===== config.mk =====
export PLATFORM = sky130hd
export DESIGN_NAME = morton_neighbor_generator
export DESIGN_NICKNAME = d
export VERILOG_FILES = /design/src/design/mng_pkg.sv /design/src/design/mng_seq.sv /design/src/design/mng_offset.sv /design/src/design/mng_encode.sv /design/src/design/morton_neighbor_generator.sv
export VERILOG_INCLUDE_DIRS = /design/src /design/src/design
export SDC_FILE = /design/constraint.sdc
export NUM_CORES = 1
export LEC_CHECK = 0
export CAP_MARGIN = 15
export CORE_MARGIN = 2
export CORE_UTILIZATION = 58
export DETAILED_ROUTE_END_ITERATION = 7
export DONT_BUFFER_PORTS = 1
export PLACE_DENSITY = 0.79
export SETUP_SLACK_MARGIN = 0.02
export SLEW_MARGIN = 20
export SYNTH_ARGS = -nofsm -noshare
export SYNTH_HDL_FRONTEND = slang
export SYNTH_SLANG_ARGS = --single-unit

===== constraint.sdc =====
create_clock -name clk -period 4.6 [get_ports clk]
set_input_delay 0.92 -clock clk [delete_from_list [all_inputs] [get_ports clk]]
set_output_delay 0.92 -clock clk [all_outputs]
set_load 0.01 [all_outputs]

===== src/design/morton_neighbor_generator_assert.svh =====
// Assertion macros shared by the mng_seq and mng_encode modules.
// Expects clk and rst_n in the scope where a macro is used.
`ifndef MORTON_NEIGHBOR_GENERATOR_ASSERT_SVH
`define MORTON_NEIGHBOR_GENERATOR_ASSERT_SVH

// antecedent holds in the same cycle as the consequent
`define MNG_ASSERT_IMP(lbl, ante, cons) \
    lbl: assert property (@(posedge clk) disable iff (!rst_n) (ante) |-> (cons)) \
        else $error("mng assertion failed");

// consequent holds in the cycle after the antecedent
`define MNG_ASSERT_NEXT(lbl, ante, cons) \
    lbl: assert property (@(posedge clk) disable iff (!rst_n) (ante) |=> (cons)) \
        else $error("mng assertion failed");

`endif


===== src/design/mng_pkg.sv =====
// Package for the Morton neighbor generator: widths, beat types,
// the neighbor offset table and the level clamp. No dependencies.
package mng_pkg;

    localparam int MAX_LEVEL     = 10;
    localparam int NUM_NEIGHBORS = 26;
    localparam int CODE_W        = 3 * MAX_LEVEL;
    localparam int CFG_W         = 4;
    localparam int IDX_W         = 5;
    localparam int LV_W          = $clog2(MAX_LEVEL + 1);
    localparam int CW            = MAX_LEVEL + 1;

    localparam logic [IDX_W-1:0] LAST_INDEX  = IDX_W'(NUM_NEIGHBORS - 1);
    localparam logic [CFG_W-1:0] LEVEL_RESET = CFG_W'(10);

    typedef logic [MAX_LEVEL-1:0] coord_t;
    typedef logic [CW-1:0]        wcoord_t;
    typedef logic [CODE_W-1:0]    code_t;
    typedef logic [IDX_W-1:0]     index_t;
    typedef logic [LV_W-1:0]      lvl_t;
    typedef logic [CFG_W-1:0]     cfg_t;

    typedef struct packed {
        logic signed [1:0] dx;
        logic signed [1:0] dy;
        logic signed [1:0] dz;
    } offs_t;

    typedef struct packed {
        index_t index;
        coord_t bx;
        coord_t by;
        coord_t bz;
    } seq_beat_t;

    typedef struct packed {
        index_t index;
        coord_t cx;
        coord_t cy;
        coord_t cz;
        logic   in_grid;
    } nb_beat_t;

    function automatic offs_t nb_offset(input index_t k);
        offs_t o;
        case (k)
            5'd0:    o = '{ 2'sd1,  2'sd0,  2'sd0};
            5'd1:    o = '{-2'sd1,  2'sd0,  2'sd0};
            5'd2:    o = '{ 2'sd0,  2'sd1,  2'sd0};
            5'd3:    o = '{ 2'sd0, -2'sd1,  2'sd0};
            5'd4:    o = '{ 2'sd0,  2'sd0,  2'sd1};
            5'd5:    o = '{ 2'sd0,  2'sd0, -2'sd1};
            5'd6:    o = '{ 2'sd1,  2'sd1,  2'sd1};
            5'd7:    o = '{-2'sd1, -2'sd1,  2'sd1};
            5'd8:    o = '{ 2'sd1, -2'sd1,  2'sd1};
            5'd9:    o = '{-2'sd1,  2'sd1,  2'sd1};
            5'd10:   o = '{ 2'sd1,  2'sd0,  2'sd1};
            5'd11:   o = '{-2'sd1,  2'sd0,  2'sd1};
            5'd12:   o = '{ 2'sd0,  2'sd1,  2'sd1};
            5'd13:   o = '{ 2'sd0, -2'sd1,  2'sd1};
            5'd14:   o = '{ 2'sd1,  2'sd1,  2'sd0};
            5'd15:   o = '{ 2'sd1, -2'sd1,  2'sd0};
            5'd16:   o = '{-2'sd1,  2'sd1,  2'sd0};
            5'd17:   o = '{-2'sd1, -2'sd1,  2'sd0};
            5'd18:   o = '{ 2'sd1,  2'sd1, -2'sd1};
            5'd19:   o = '{ 2'sd1, -2'sd1, -2'sd1};
            5'd20:   o = '{ 2'sd0,  2'sd1, -2'sd1};
            5'd21:   o = '{ 2'sd0, -2'sd1, -2'sd1};
            5'd22:   o = '{-2'sd1,  2'sd1, -2'sd1};
            5'd23:   o = '{-2'sd1, -2'sd1, -2'sd1};
            5'd24:   o = '{ 2'sd1,  2'sd0, -2'sd1};
            5'd25:   o = '{-2'sd1,  2'sd0, -2'sd1};
            default: o = '{ 2'sd0,  2'sd0,  2'sd0};
        endcase
        return o;
    endfunction

    function automatic lvl_t eff_level(input cfg_t lv);
        lvl_t r;
        if (lv == '0)
            r = LV_W'(1);
        else if (int'(lv) > MAX_LEVEL)
            r = LV_W'(MAX_LEVEL);
        else
            r = LV_W'(lv);
        return r;
    endfunction

endpackage


===== src/design/mng_seq.sv =====
// Input stage: decodes the Morton code and steps through the 26 offsets.
// Depends on mng_pkg and the assertion macro header.
`include "morton_neighbor_generator_assert.svh"
module mng_seq
    import mng_pkg::*;
(
    input  logic      clk,
    input  logic      rst_n,
    input  lvl_t      lv,
    input  logic      in_valid,
    output logic      in_stall,
    input  code_t     morton_code,
    output logic      seq_valid,
    output seq_beat_t seq_beat,
    input  logic      seq_ready
);

    logic   busy_reg, busy_next;
    index_t k_reg, k_next;
    coord_t bx_reg, by_reg, bz_reg;
    coord_t dx, dy, dz;
    logic   issue, done, take;

    always_comb
    begin
        for (int i = 0; i < MAX_LEVEL; i++)
        begin
            dx[i] = morton_code[3 * i + 2] & (i < int'(lv));
            dy[i] = morton_code[3 * i + 1] & (i < int'(lv));
            dz[i] = morton_code[3 * i]     & (i < int'(lv));
        end
    end

    assign issue    = busy_reg && seq_ready;
    assign done     = issue && (k_reg == LAST_INDEX);
    assign in_stall = busy_reg && !done;
    assign take     = in_valid && !in_stall;

    always_comb
    begin
        busy_next = busy_reg;
        k_next    = k_reg;
        if (take)
        begin
            busy_next = 1'b1;
            k_next    = '0;
        end
        else if (done)
        begin
            busy_next = 1'b0;
        end
        else if (issue)
        begin
            k_next = k_reg + IDX_W'(1);
        end
    end

    always_ff @(posedge clk or negedge rst_n)
    begin
        if (!rst_n)
        begin
            busy_reg <= 1'b0;
            k_reg    <= '0;
        end
        else
        begin
            busy_reg <= busy_next;
            k_reg    <= k_next;
        end
    end

    always_ff @(posedge clk)
    begin
        if (take)
        begin
            bx_reg <= dx;
            by_reg <= dy;
            bz_reg <= dz;
        end
    end

    assign seq_valid = busy_reg;
    assign seq_beat  = '{index: k_reg, bx: bx_reg, by: by_reg, bz: bz_reg};

    `MNG_ASSERT_IMP(a_k_range, busy_reg, k_reg <= LAST_INDEX)
    `MNG_ASSERT_NEXT(a_k_step, issue && !done, busy_reg && k_reg == $past(k_reg) + IDX_W'(1))
    `MNG_ASSERT_IMP(a_hold_input, busy_reg && !done, in_stall)

endmodule


===== src/design/mng_offset.sv =====
// Offset stage: adds the neighbor offset per axis and checks the grid bounds.
// Depends on mng_pkg.
module mng_offset
    import mng_pkg::*;
(
    input  logic      clk,
    input  logic      rst_n,
    input  lvl_t      lv,
    input  logic      seq_valid,
    input  seq_beat_t seq_beat,
    output logic      seq_ready,
    output logic      nb_valid,
    output nb_beat_t  nb_beat,
    input  logic      nb_ready
);

    logic     valid_reg;
    nb_beat_t beat_reg, beat_next;
    offs_t    off;
    wcoord_t  cx, cy, cz, limit;

    assign off   = nb_offset(seq_beat.index);
    assign limit = CW'(1) << lv;
    assign cx    = {1'b0, seq_beat.bx} + {{(CW - 2){off.dx[1]}}, off.dx};
    assign cy    = {1'b0, seq_beat.by} + {{(CW - 2){off.dy[1]}}, off.dy};
    assign cz    = {1'b0, seq_beat.bz} + {{(CW - 2){off.dz[1]}}, off.dz};

    always_comb
    begin
        beat_next.index   = seq_beat.index;
        beat_next.cx      = cx[MAX_LEVEL-1:0];
        beat_next.cy      = cy[MAX_LEVEL-1:0];
        beat_next.cz      = cz[MAX_LEVEL-1:0];
        beat_next.in_grid = (cx < limit) && (cy < limit) && (cz < limit);
    end

    assign seq_ready = !valid_reg || nb_ready;

    always_ff @(posedge clk or negedge rst_n)
    begin
        if (!rst_n)
            valid_reg <= 1'b0;
        else if (seq_ready)
            valid_reg <= seq_valid;
    end

    always_ff @(posedge clk)
    begin
        if (seq_ready && seq_valid)
            beat_reg <= beat_next;
    end

    assign nb_valid = valid_reg;
    assign nb_beat  = beat_reg;

endmodule


===== src/design/mng_encode.sv =====
// Output stage: re-interleaves the neighbor coordinates into a Morton code
// and holds the result beat. Depends on mng_pkg and the assertion macros.
`include "morton_neighbor_generator_assert.svh"
module mng_encode
    import mng_pkg::*;
(
    input  logic     clk,
    input  logic     rst_n,
    input  logic     nb_valid,
    input  nb_beat_t nb_beat,
    output logic     nb_ready,
    output logic     out_valid,
    input  logic     out_stall,
    output index_t   neighbor_index,
    output code_t    neighbor_code,
    output logic     inside_res,
    output logic     last
);

    logic   valid_reg;
    index_t index_reg;
    code_t  code_reg, code_next;
    logic   inside_reg, last_reg;

    always_comb
    begin
        code_next = '0;
        for (int i = 0; i < MAX_LEVEL; i++)
        begin
            code_next[3 * i + 2] = nb_beat.cx[i] & nb_beat.in_grid;
            code_next[3 * i + 1] = nb_beat.cy[i] & nb_beat.in_grid;
            code_next[3 * i]     = nb_beat.cz[i] & nb_beat.in_grid;
        end
    end

    assign nb_ready = !valid_reg || !out_stall;

    always_ff @(posedge clk or negedge rst_n)
    begin
        if (!rst_n)
            valid_reg <= 1'b0;
        else if (nb_ready)
            valid_reg <= nb_valid;
    end

    always_ff @(posedge clk)
    begin
        if (nb_ready && nb_valid)
        begin
            index_reg  <= nb_beat.index;
            code_reg   <= code_next;
            inside_reg <= nb_beat.in_grid;
            last_reg   <= (nb_beat.index == LAST_INDEX);
        end
    end

    assign out_valid      = valid_reg;
    assign neighbor_index = index_reg;
    assign neighbor_code  = code_reg;
    assign inside_res     = inside_reg;
    assign last           = last_reg;

    `MNG_ASSERT_IMP(a_outside_zero, valid_reg && !inside_reg, code_reg == '0)
    `MNG_ASSERT_IMP(a_last_index, valid_reg && last_reg, index_reg == LAST_INDEX)
    `MNG_ASSERT_IMP(a_index_range, valid_reg, index_reg <= LAST_INDEX)

endmodule


===== src/design/morton_neighbor_generator.sv =====
// Top level of the 26-neighbor Morton code generator.
// Depends on mng_pkg, mng_seq, mng_offset and mng_encode.
//
// Each accepted input beat yields 26 output beats, one per neighbor offset in
// index order, the last flagged by last; a neighbor off the grid comes out
// with inside_res low and a zero code. The offset counter in the input stage
// issues one neighbor per cycle while the offset stage is ready, and the next
// input beat is taken in the cycle its predecessor issues its final neighbor.
// Each result passes the input stage registers, the offset stage register and
// the output register. The level register (reset 10) clamps 0 to 1 and values
// above 10 to 10; write it only while the block is idle.
module morton_neighbor_generator
    import mng_pkg::*;
(
    input  logic   clk,
    input  logic   rst_n,
    input  logic   cfg_wr_en,
    input  cfg_t   cfg_wr_data,
    input  logic   in_valid,
    output logic   in_stall,
    input  code_t  morton_code,
    output logic   out_valid,
    input  logic   out_stall,
    output index_t neighbor_index,
    output code_t  neighbor_code,
    output logic   inside_res,
    output logic   last
);

    cfg_t      level_reg;
    lvl_t      lv;
    logic      seq_valid, seq_ready, nb_valid, nb_ready;
    seq_beat_t seq_beat;
    nb_beat_t  nb_beat;

    always_ff @(posedge clk or negedge rst_n)
    begin
        if (!rst_n)
            level_reg <= LEVEL_RESET;
        else if (cfg_wr_en)
            level_reg <= cfg_wr_data;
    end

    assign lv = eff_level(level_reg);

    mng_seq u_seq (
        .clk         (clk),
        .rst_n       (rst_n),
        .lv          (lv),
        .in_valid    (in_valid),
        .in_stall    (in_stall),
        .morton_code (morton_code),
        .seq_valid   (seq_valid),
        .seq_beat    (seq_beat),
        .seq_ready   (seq_ready)
    );

    mng_offset u_offset (
        .clk       (clk),
        .rst_n     (rst_n),
        .lv        (lv),
        .seq_valid (seq_valid),
        .seq_beat  (seq_beat),
        .seq_ready (seq_ready),
        .nb_valid  (nb_valid),
        .nb_beat   (nb_beat),
        .nb_ready  (nb_ready)
    );

    mng_encode u_encode (
        .clk            (clk),
        .rst_n          (rst_n),
        .nb_valid       (nb_valid),
        .nb_beat        (nb_beat),
        .nb_ready       (nb_ready),
        .out_valid      (out_valid),
        .out_stall      (out_stall),
        .neighbor_index (neighbor_index),
        .neighbor_code  (neighbor_code),
        .inside_res     (inside_res),
        .last           (last)
    );

endmodule


# == Word-level counts from Yosys, hierarchy flattened ==
# Memory sizes are Yosys's and may differ from the RTL's.
# Index checks and enable logic that the tools add are counted.
# op_classes
add_sub_neg,4
n_mux,7
magnitude_cmp,14
shifts,1
eq_ne,3
reduce_logical,18
n_bitwise,60
# ops
cell,n
$and A1 B1 Y1,60
$add A10 B11 Y11,3
$lt A11 B11 Y1,3
$lt A3 B4 Y1 const A,4
$mux W5,3
$shl A1 B4 Y11 const A,1
$eq A5 B5 Y1 const B,2
$lt A1 B4 Y1 const A,2
$lt A2 B4 Y1 const A,2
$lt A4 B4 Y1 const A,2
$mux W4,2
$logic_and A1 B1 Y1,7
$add A5 B1 Y5 const B,1
$logic_not A1 Y1,5
$gt A4 B4 Y1 const B,1
$logic_not A4 Y1,1
$reduce_bool A2 Y1,2
$logic_or A1 B1 Y1,2
$mux W1,2
$ne A2 B2 Y1 const B,1
$reduce_and A2 Y1,1
# totals
rom_bits,192
out_inout_bits,39
n_memories,1
input_bits,39
wordCells,125
reg_bits,115
# mem_list
name,words,word_bits,rd,rd_clocked_by_memory_dff,write_ports,line,source
(name not given),32,6,1,0,0,mng_pkg.sv:46,case (k)

# == Logic depth before layout (Yosys ltp) ==
# Gate-level depths: netlist of run 1.
# logic_depth
word_depth,11
depth_mapped,19
depth_no_buf,19

# == Cells and area by module ==
# Synthesis of run 1 repeated with hierarchy kept, for this count alone.
# hier_totals
hier_cells,541
area_unflattened_um2,6429.9
# by_module_without_submodules
mod,area_each_um2,cells_each,seq_area_each_um2,n_inst
mng_offset,3348.2,340,1106.1,1
mng_seq,1520.2,110,1051.0,1
mng_encode,1376.3,76,1136.1,1
morton_neighbor_generator,185.2,15,102.6,1

# == Worst setup path before layout of run 1 ==
# No wires, ideal clock.
# synth_timing
kind,reg-to-reg
from,reg u_seq.k_reg[1]
to,reg u_offset.beat_reg (netlist bit u_offset.nb_beat[0]) (data pin)
path_buffers,0
period_less_slack_ns,4.373
path_stages_with_launch,18
setup_time_ns,0.176
setup_slack_ns,0.227
required_ns,4.424
arrival_ns,4.197
path_cell_list,dfrtp_1 inv_1 ha_1 nor2b_1 nand2_1 o21ai_0 ha_1 and2_1 o21ai_1 nand2_1 o41ai_1 xnor2_1 ha_1 a22o_1 nor4_1 and3_1 o2111ai_1 nor4_1
# synth_rtl
element,line,source
"start, declared",mng_seq.sv:19,"index_t k_reg, k_next;"
"start signal, assigned",mng_seq.sv:68,k_reg <= k_next;
"end signal, assigned",mng_offset.sv:50,beat_reg <= beat_next;
"end, declared",mng_offset.sv:18,"nb_beat_t beat_reg, beat_next;"

==> summary.md, run 1 <==
| Metric | Value |
|---|---|
| Outcome | finished clean |
| Required @ worst endpoint | between 4 and 5 ns |
| Sum Neg Setup Slack | 0 ns |
| Initial antenna violation count | 0 |
| Max FFs per register | 36 |
| Worst setup EP type | flop |
| Worst setup margin | 0.336 ns |
| EDFF count, synth | just over 100 |
| Kind of critical path | reg -> reg |
| Layout cells sized above 1 | 13.6% |
| CTS Root Cell | clkbuf_8 |
| WL final | 12300 um |
| Synth area leader | edfxtp_1 |
| Reg2Reg Capture Point | u_offset.nb_beat[0] |
| Max H-tree Level | 4 |
| Syn_nets | 617 |
| Number of CTS-inserted buffers | 17 |
| Number of port buffers | 0 |
| Slew at the pin with the worst max-slew slack | 0.708 ns |
| Area delta synth->final | 13.7% |
| Yosys warning total | 0 |
| Hold-fix buffer count after cts | 0 |
| Detailed-route DRC error count | 0 |
| Post-route ant nets | 0 |
| Worst setup path endpoint | u_offset.nb_beat[0] |
| Die width | 108 um |
| Crit path max fanout | 8 |
| Antenna diodes | 0 |
| Flops & latches, synth | 115 |
| Synth top area share | 49.3% |
| Slowest cell on the critical path | dfrtp_2 |
| Vias | 4022 |
| Sequential element share of the synthesized area | 54.1% |
| Initial Util | 60.3% |
| Row cnt | 37 |
| Post-synthesis async set-or-reset flop share | a little over a tenth |
| Mean Syn Cell Area | about 12 um^2 |
| RSZ-0062 raised after global routing | no |
| Pre-CTS WS | 0.0244 ns |
| Grt total ovfl | 0 |
| Worst Setup SP | u_seq.k_reg[1] |
| Fmax | between 200 and 250 MHz |
| R2R Setup Slk | approximately 0.34 ns |
| Pin count of the biggest net entering global routing | 42 |
| DRT Pass-1 Iters | 5 |
| Die footprint | 0.0117 mm^2 |
| Top cells by area, synth | edfxtp_1 (49%), ha_1 (14%), and2_1 (4.5%) |
| Critical-path cell list | buf_4, ha_2, ha_1, nor2_1, nor2_1, a31oi_2, o22ai_4, fa_2, a21o_1, a2111oi_4, buf_4, o211ai_1, a21oi_2, xnor2_1, ha_1, nor4_2, and3_1, o2111ai_1, nor4_2 |
| Final hold violation count | 0 |
| Clk buf depth | 2 |
| MaxCap Viol Count | 0 |
| Hpwl dp | between 8000 and 9000 um |
| Most frequent cells in the layout | edfxtp_1 (103), ha_1 (70), and2_1 (45) |
| Overall die height | 108 um |
| Worst R2R Start | u_seq.k_reg[1] |
| Total GRT Usage | between 20% and 30% |
| Minimum clock period | 4.26 ns |
| Rel. slew slack | 52.4% |
| Worst-path clk slew | 0.06 ns |
| Final setup vio count | 0 |
| First-pass GRT wire length | 19200 um |
| Net count, final | 639 |
| Final period util | 92.7% |
| I/O pins | 78 |
| Worst skew pair latency | between 0.5 and 0.6 ns |
| Delay of the slowest critical-path stage | 0.45 ns |
| Num Clock Sinks | ~120 |
| Worst Skew | approximately 0.0064 ns |
| Startpoint Class | flop |
| TritonCTS clock tree | yes |
| Drt initial violations | roughly 260 |
| Synth cell types | 47 |
| Mapped Cells | 503 |
| Routability congestion estimate | 0.924 |
| Reg2Reg Depth | 19 |
| Hold Crit Class | in -> async |
| Commonest non-fill, non-tap cell in the layout | edfxtp_1 |
| Slew Viols, Final | 0 |
| Post-synth top flop | edfxtp_1 |
| CORE AREA | approximately 0.010 mm^2 |
| Vias in the first global route | 3843 |
| Post-Syn Area | between 0.006 and 0.007 mm^2 |
| WP data arrival | 4.61 ns |
| Routed length per instance | 18.3 um |
| Vias per cell | 5.98 |
## cell families after synthesis
logic type | Yosys count | synth area share, %
buffers and inverters | 25 | 1.53
xor gates and xnor gates | 30 | 4.18
and+or+nand+nor | 167 | 14.8
AOI/OAI and AO/OA | 85 | 9.07
adders and majority gates | 75 | 15.3
DFF | 115 | 54.1
muxes | 6 | 1.06
## metal layers
| metal | share of wire [%] | GRT usage [%] | vias to the layer above |
|---|---|---|---|
| li1 | - | - | 1911 |
| met1 | 44 | 29.1 | 1922 |
| met5 | 0 | 0 | - |
| met2 | 47 | 35.1 | 168 |
| met3 | 6.9 | 6.21 | 21 |
| met4 | 1.9 | 9.34 | 0 |
## worst max-delay path, delay by kind of cell (launching register included)
family	cells	cell delay (ns)
AND/OR/NAND/NOR	5	0.84
buffers and inverters	2	0.34
adder cells (fa/ha/maj)	4	1.00
XOR/XNOR	1	0.09
AO/OA/AOI/OAI	7	1.36
flip-flops	1	0.45
## layout make-up
type	count	area, um^2
repair buffers	18	155
multi-input cells	363	2840
fillers	721	3280
clock buffers	19	422
clock inverters	12	116
well taps	136	170
inverters	10	37.5
flip-flops and latches	115	3400
## metrics by stage
step	instances	instance area [um^2]	hold slack, ns	utilization (%)
after floorplan	503	6280	0.417	-
after global placement	632	6460	0.425	62.0
after detailed placement	632	6460	0.439	62.0
after CTS	663	7000	0.0557	67.2
after global routing	673	7140	0.0679	68.5
final	673	7140	0.0883	68.5
## cells in the mapped netlist, types with 5 or more instances
cell type	count
nor2b_1	26
inv_1	10
nand2b_1	5
a21oi_1	29
edfxtp_1	103
clkbuf_1	13
xnor2_1	20
nand3_1	19
nand2_1	22
nor2_1	20
o21ai_0	16
ha_1	72
nand4_1	8
a21o_1	8
a31oi_1	6
and2_1	45
and3_1	6
xor2_1	10
dfrtp_1	10
mux2_2	5
## timing repair
| action | in CTS | in global routing |
|---|---|---|
| buffers inserted | 0 | 9 |
| pin swaps | 0 | 5 |
| endpoints found under the hold margin | 0 | 0 |
| setup endpoints to repair | 1 | 1 |
| gates resized for setup | 1 | 11 |
## worst min path at each step
| stage | start | depth (start not counted) | endpoint |
|---|---|---|---|
| final | rst_n | 0 | u_seq.k_reg[0] |
| after CTS | rst_n | 0 | u_seq.k_reg[2] |
| after global routing | rst_n | 0 | level_reg[2] |
| after global placement | u_offset.nb_beat[33] | 0 | u_encode.neighbor_index[2] |
| after detailed placement | u_offset.nb_beat[33] | 0 | u_encode.neighbor_index[2] |
| after floorplan | u_offset.nb_beat[33] | 0 | u_encode.neighbor_index[2] |
Power of run 1 is not shown: default switching activity piles up to over one toggle a cycle in this logic, so the estimate is an artifact.
==> inputs of run 2 (changes only) <==
--- a/config.mk
+++ b/config.mk
@@ -7,7 +7,7 @@
 export NUM_CORES = 1
 export LEC_CHECK = 0
 export CAP_MARGIN = 15
-export CORE_MARGIN = 2
+export CORE_MARGIN = 4
 export CORE_UTILIZATION = 58
 export DETAILED_ROUTE_END_ITERATION = 7
 export DONT_BUFFER_PORTS = 1
==> run 2 against run 1 <==
Critical path depth shrank 1. Worst hold slack gained 0.013 ns. Wire length grew 0.62%. Core utilization shrank 0.32 points. First-iteration DRC count grew 6.3%. Clock skew grew 0.0054 ns. Via count shrank 2.0%. Sequential share of layout area grew 0.23 points. Final cell count grew 0.15%. Setup slack lost 0.061 ns. Global-route usage shrank 1.6 points. Flip-flop and latch count is the same. Largest cell class unchanged.
==> summary.md, run 2 (synthesized netlist as in run 1, its figures left out) <==
| Metric | Value |
|---|---|
| Outcome | finished clean |
| TritonCTS clock tree | yes |
| Vias | 3943 (-2.0%) |
| Worst setup EP type | flop |
| Worst R2R Start | u_seq.k_reg[0] |
| Kind of critical path | reg -> reg |
| Net count, final | 639 (unchanged) |
| Hold Crit Class | in -> async |
| Max FFs per register | 36 (unchanged) |
| Overall die height | 112 um (+3.7%) |
| Worst Skew | 0.0118 ns (+0.00542 ns) |
| Minimum clock period | 4.33 ns (+0.0610 ns) |
| WL final | 12400 um (+0.62%) |
| Worst-path clk slew | 0.06 ns (about the same) |
| Vias in the first global route | 3942 (+2.6%) |
| Clk buf depth | 2 (unchanged) |
| Die width | 112 um (+3.7%) |
| Die footprint | 0.0126 mm^2 (+7.5%) |
| Total GRT Usage | 20.7% (-1.6 points) |
| Commonest non-fill, non-tap cell in the layout | edfxtp_1 |
| Post-place instance area | 0.00650 mm^2 (+0.58%) |
| Row cnt | 37 (unchanged) |
| First-pass GRT wire length | 20200 um (+5.0%) |
| Worst skew pair latency | 0.51 ns (about the same) |
| DRT Pass-1 Iters | 4 (-1) |
| Design Area, Final | 0.00711 mm^2 (-0.47%) |
| Most frequent cells in the layout | edfxtp_1 (103), ha_1 (72), and2_1 (45) |
| CTS Root Cell | clkbuf_8 |
| Required @ worst endpoint | 4.94 ns (about the same) |
| I/O pins | 78 (unchanged) |
| Number of CTS-inserted buffers | 17 (unchanged) |
| Routed length per instance | 18.3 um (+0.47%) |
| Max H-tree Level | 4 (unchanged) |
| Crit path max fanout | 7 (-1) |
| CORE AREA | 0.0104 mm^2 (unchanged) |
| Pin count of the biggest net entering global routing | 38 (-9.5%) |
| Vias per cell | 5.85 (-2.1%) |
| WP data arrival | 4.66 ns (+0.05 ns) |
| Initial antenna violation count | 0 (unchanged) |
| R2R Setup Slk | 0.27 ns (-0.06 ns) |
| Rel. slew slack | 54.4% (+2.0 points) |
| Sum Neg Setup Slack | 0 ns (unchanged) |
| Final period util | 94.0% (+1.3 points) |
| Area delta synth->final | 13.2% |
| Pre-CTS WS | 0.0332 ns (+0.00881 ns) |
| Grt total ovfl | 0 (unchanged) |
| Initial Util | 60.3% (unchanged) |
| Hpwl dp | 9150 um (+2.1%) |
| Final hold violation count | 0 (unchanged) |
| Worst setup margin | 0.275 ns (-0.0610 ns) |
| Startpoint Class | flop |
| Reg2Reg Capture Point | u_offset.nb_beat[0] |
| Placed insts | 637 (+0.79%) |
| Drt initial violations | 271 (+6.3%) |
| Num Clock Sinks | 115 (unchanged) |
| Hold-fix buffer count after cts | 0 (unchanged) |
| Reg2Reg Depth | 18 (-1) |
| Final setup vio count | 0 (unchanged) |
| Antenna diodes | 0 (unchanged) |
| Final std cells w/o fill | 674 (+0.15%) |
| Fmax | 231 MHz (-1.4%) |
| Routability congestion estimate | 0.870 (-5.8%) |
| Number of port buffers | 0 (unchanged) |
| Slew Viols, Final | 0 (unchanged) |
| Post-route ant nets | 0 (unchanged) |
| Slew at the pin with the worst max-slew slack | 0.678 ns (-0.0301 ns) |
| Detailed-route DRC error count | 0 (unchanged) |
| MaxCap Viol Count | 0 (unchanged) |
| Layout cells sized above 1 | 12.6% (-0.95 points) |
-- run 2: changes by cell type in the layout (fill, tap and decap cells not counted), sizes merged --
cell,change
bufinv,-1
inv,+1
clkbuf,-1
clkinvlp,+2
-- run 2: how the worst max path moves through the flow --
stage	start	to	slack (ns)
finish	u_seq.k_reg[0]	u_offset.nb_beat[0]	0.27
global route	u_seq.k_reg[1]	u_offset.nb_beat[0]	-0.02
floorplan	u_seq.k_reg[1]	u_offset.nb_beat[0]	0.23
CTS	u_seq.k_reg[1]	u_offset.nb_beat[0]	0.1
global placement	u_seq.k_reg[1]	u_offset.nb_beat[0]	0.19
detailed placement	u_seq.k_reg[1]	u_offset.nb_beat[0]	0.03
-- run 2: layout make-up --
| type | count | area, um^2 |
|---|---|---|
| Multi-Input combinational cell | 363 | 2810 |
| Sequential cell | 115 | 3400 |
| Tap cell | 136 | 170 |
| Clock inverter | 14 | 115 |
| Inverter | 10 | 37.5 |
| Clock buffer | 18 | 418 |
| Fill cell | 731 | 3310 |
| Timing Repair Buffer | 18 | 155 |
-- run 2: layer usage --
metal | up-vias | wire [um] | global-route usage, %
met5 | - | 0 | 0
met4 | 0 | 87 | 6.25
met3 | 8 | 951 | 6.20
met2 | 134 | 6060 | 33.0
met1 | 1890 | 5270 | 27.5
li1 | 1911 | - | -
-- run 2: worst max-delay path, cell delays in order, from the launching register on --
cell and delay (ns):
dfrtp_1 0.45, ha_1 0.30, ha_1 0.21, nor2_1 0.10, nor2_1 0.06, a31oi_1 0.26, o22ai_4 0.16, fa_1 0.45
a21o_1 0.23, a2111oi_4 0.32, o21bai_1 0.11, a21oi_1 0.18, xnor2_1 0.20, ha_1 0.31, a21oi_1 0.16, nor2b_1 0.06
o21ai_1 0.17, o2111ai_1 0.16, nor4_1 0.27
-- run 2: timing repair --
item / CTS / global route
pin swaps: 0 / 2
endpoints found under the setup margin: 1 / 1
buffers inserted: 0 / 4
gates resized for setup: 1 / 5
-- run 2: per-stage QoR --
step,util [%],hold WS [ns]
floorplan,-,0.417
global placement,62.4,0.429
detailed placement,62.4,0.429
CTS,67.6,0.0734
global route,68.2,0.0654
finish,68.2,0.102
Power of run 2 is left out for the same reason.
==> inputs of run 3 (changes only) <==
--- a/config.mk
+++ b/config.mk
@@ -7,11 +7,12 @@
 export NUM_CORES = 1
 export LEC_CHECK = 0
 export CAP_MARGIN = 15
-export CORE_MARGIN = 4
-export CORE_UTILIZATION = 58
+export CORE_MARGIN = 2
+export CORE_UTILIZATION = 60
+export CTS_BUF_LIST = sky130_fd_sc_hd__clkbuf_8
 export DETAILED_ROUTE_END_ITERATION = 7
 export DONT_BUFFER_PORTS = 1
-export PLACE_DENSITY = 0.79
+export PLACE_DENSITY = 0.82
 export SETUP_SLACK_MARGIN = 0.02
 export SLEW_MARGIN = 20
 export SYNTH_ARGS = -nofsm -noshare
==> run 3 against run 2 <==
Fmax is 0.73% lower. Critical path depth did not move. Design area decreased by 2.1%. Setup slack worse by 0.032 ns. Via count down 0.30%. Flip-flop and latch count is the same. Clock skew is 0.0036 ns lower. Core utilization fell by 0.25 points. Critical path type unchanged.
==> summary.md, run 3 (synthesized netlist as in run 1, its figures left out) <==
| Metric | Value |
|---|---|
| Slew at the pin with the worst max-slew slack | 0.654 ns (-0.0243 ns) |
| Post-route ant nets | 0 (unchanged) |
| Final setup vio count | 0 (unchanged) |
| Slew Viols, Final | 0 (unchanged) |
| Number of port buffers | 0 (unchanged) |
| Die footprint | 0.0113 mm^2 (-10%) |
| Max H-tree Level | 4 (unchanged) |
| Max FFs per register | 36 (unchanged) |
| Worst-path clk slew | 0.07 ns (about the same) |
| WP data arrival | 4.61 ns (-0.05 ns) |
| Drt initial violations | 191 (-30%) |
| Initial Util | 61.4% (+1.1 points) |
| Most used cell, CP | ha_1 |
| CTS Root Cell | clkbuf_8 |
| Fmax | 230 MHz (-0.73%) |
| Vias per cell | 5.88 (+0.44%) |
| Rel. slew slack | 56.1% (+1.6 points) |
| MaxCap Viol Count | 0 (unchanged) |
| Required @ worst endpoint | 4.86 ns (-0.08 ns) |
| Hold-fix buffer count after cts | 0 (unchanged) |
| Vias in the first global route | 3851 (-2.3%) |
| Delay of the slowest critical-path stage | 0.41 ns (-0.04 ns) |
| Die width | 106 um (-5.1%) |
| Hpwl dp | 8890 um (-2.9%) |
| Initial antenna violation count | 0 (unchanged) |
| Num Clock Sinks | 115 (unchanged) |
| Antenna diodes | 0 (unchanged) |
| Critical-path cell list | inv_1, ha_1, nor2b_1, a21oi_1, o22ai_1, o22a_2, ha_1, and3_1, a2111oi_4, o211ai_1, a21oi_2, xnor2_1, ha_1, a22o_1, nor4_1, and3_1, o2111ai_1, nor4_1 |
| Slowest cell on the critical path | dfrtp_2 |
| Minimum clock period | 4.36 ns (+0.0320 ns) |
| Overall die height | 106 um (-5.1%) |
| Pin count of the biggest net entering global routing | 42 (+11%) |
| Startpoint Class | flop |
| Kind of critical path | reg -> reg |
| Grt total ovfl | 0 (unchanged) |
| TritonCTS clock tree | yes |
| Clk buf depth | 2 (unchanged) |
| Final period util | 94.7% (+0.70 points) |
| WL final | 12000 um (-2.9%) |
| First-pass GRT wire length | 19100 um (-5.4%) |
| I/O pins | 78 (unchanged) |
| Number of CTS-inserted buffers | 17 (unchanged) |
| Routability congestion estimate | 0.936 (+7.5%) |
| Commonest non-fill, non-tap cell in the layout | edfxtp_1 |
| Layout cells sized above 1 | 11.6% (-1.0 points) |
| Total GRT Usage | 22.6% (+2.0 points) |
| Routed length per instance | 17.9 um (-2.2%) |
| Worst skew pair latency | 0.44 ns (-0.07 ns) |
| Worst Skew | 0.00822 ns (-0.00361 ns) |
| Final hold violation count | 0 (unchanged) |
| Net count, final | 635 (-0.63%) |
| Detailed-route DRC error count | 0 (unchanged) |
| DRT Pass-1 Iters | 5 (+1) |
| Row cnt | 37 (unchanged) |
| RSZ-0062 raised after global routing | no |
| Crit path max fanout | 7 (unchanged) |
| Hold Crit Class | in -> async |
| Sum Neg Setup Slack | 0 ns (unchanged) |
| Vias | 3931 (-0.30%) |
| Most frequent cells in the layout | edfxtp_1 (103), ha_1 (72), and2_1 (45) |
| CORE AREA | 0.0102 mm^2 (-1.8%) |
| Outcome | finished clean |
| Worst setup EP type | flop |
| Area delta synth->final | 10.8% |
-- run 3: cell types whose count changed in the layout (fill, tap and decap cells not counted), sizes merged --
cell	previous run	this run
buf	18	14
bufinv	1	4
clkinvlp	4	1
clkbuf	18	17
-- run 3: critical path, delay by kind of cell (launching register included) --
kind,cells,cell delay (ns)
simple gates,5,1.00
xor+xnor,1,0.14
fa+ha+maj,3,0.90
compound gates,8,1.57
flops,1,0.41
buf+inv,1,0.13
-- run 3: area by class of cell --
class / instances / area, um^2
Clock buffer: 17 / 234
Clock inverter: 14 / 170
Fill cell: 720 / 3280
Inverter: 10 / 37.5
Multi-Input combinational cell: 363 / 2820
Sequential cell: 115 / 3400
Tap cell: 136 / 170
Timing Repair Buffer: 14 / 125
-- run 3: path summary, 6_finish.rpt --
kind,startpoint,to,slack [ns],depth (start not counted)
worst max-delay path,u_seq.k_reg[1],u_offset.nb_beat[0],0.24,18
worst min-delay path,rst_n,level_reg[0],0.17,0
worst max register to register,u_seq.k_reg[1],u_offset.nb_beat[0],0.24,18
worst min register to register,u_offset.nb_beat[33],u_encode.neighbor_index[2],0.44,0
max in group asynchronous,rst_n,level_reg[1],4.26,0
min in group clk,u_offset.nb_beat[33],u_encode.neighbor_index[2],0.44,0
-- run 3: timing repair --
item                                    CTS  global route
resized for setup                         0             7
buffers inserted                          0             1
endpoints found under the setup margin    0             1
-- run 3: per-layer routing --
layer	wire (um)	track usage (%)	vias to the layer above
met4	209	8.18	0
met2	5760	36.7	148
li1	-	-	1893
met5	0	0	-
met1	5250	28.8	1870
met3	785	6.99	20
-- run 3: per-stage QoR --
step | utilization [%] | hold WS (ns) | cells | setup slack, ns | area [um^2]
after floorplan | - | 0.417 | 503 | 0.227 | 6280
after global placement | 63.4 | 0.432 | 636 | 0.305 | 6490
after detailed placement | 63.4 | 0.430 | 636 | 0.210 | 6490
after CTS | 67.4 | 0.150 | 667 | 0.121 | 6900
after global routing | 68.0 | 0.137 | 669 | 0.0123 | 6950
final | 68.0 | 0.168 | 669 | 0.243 | 6950
Power of run 3 is left out for the same reason.
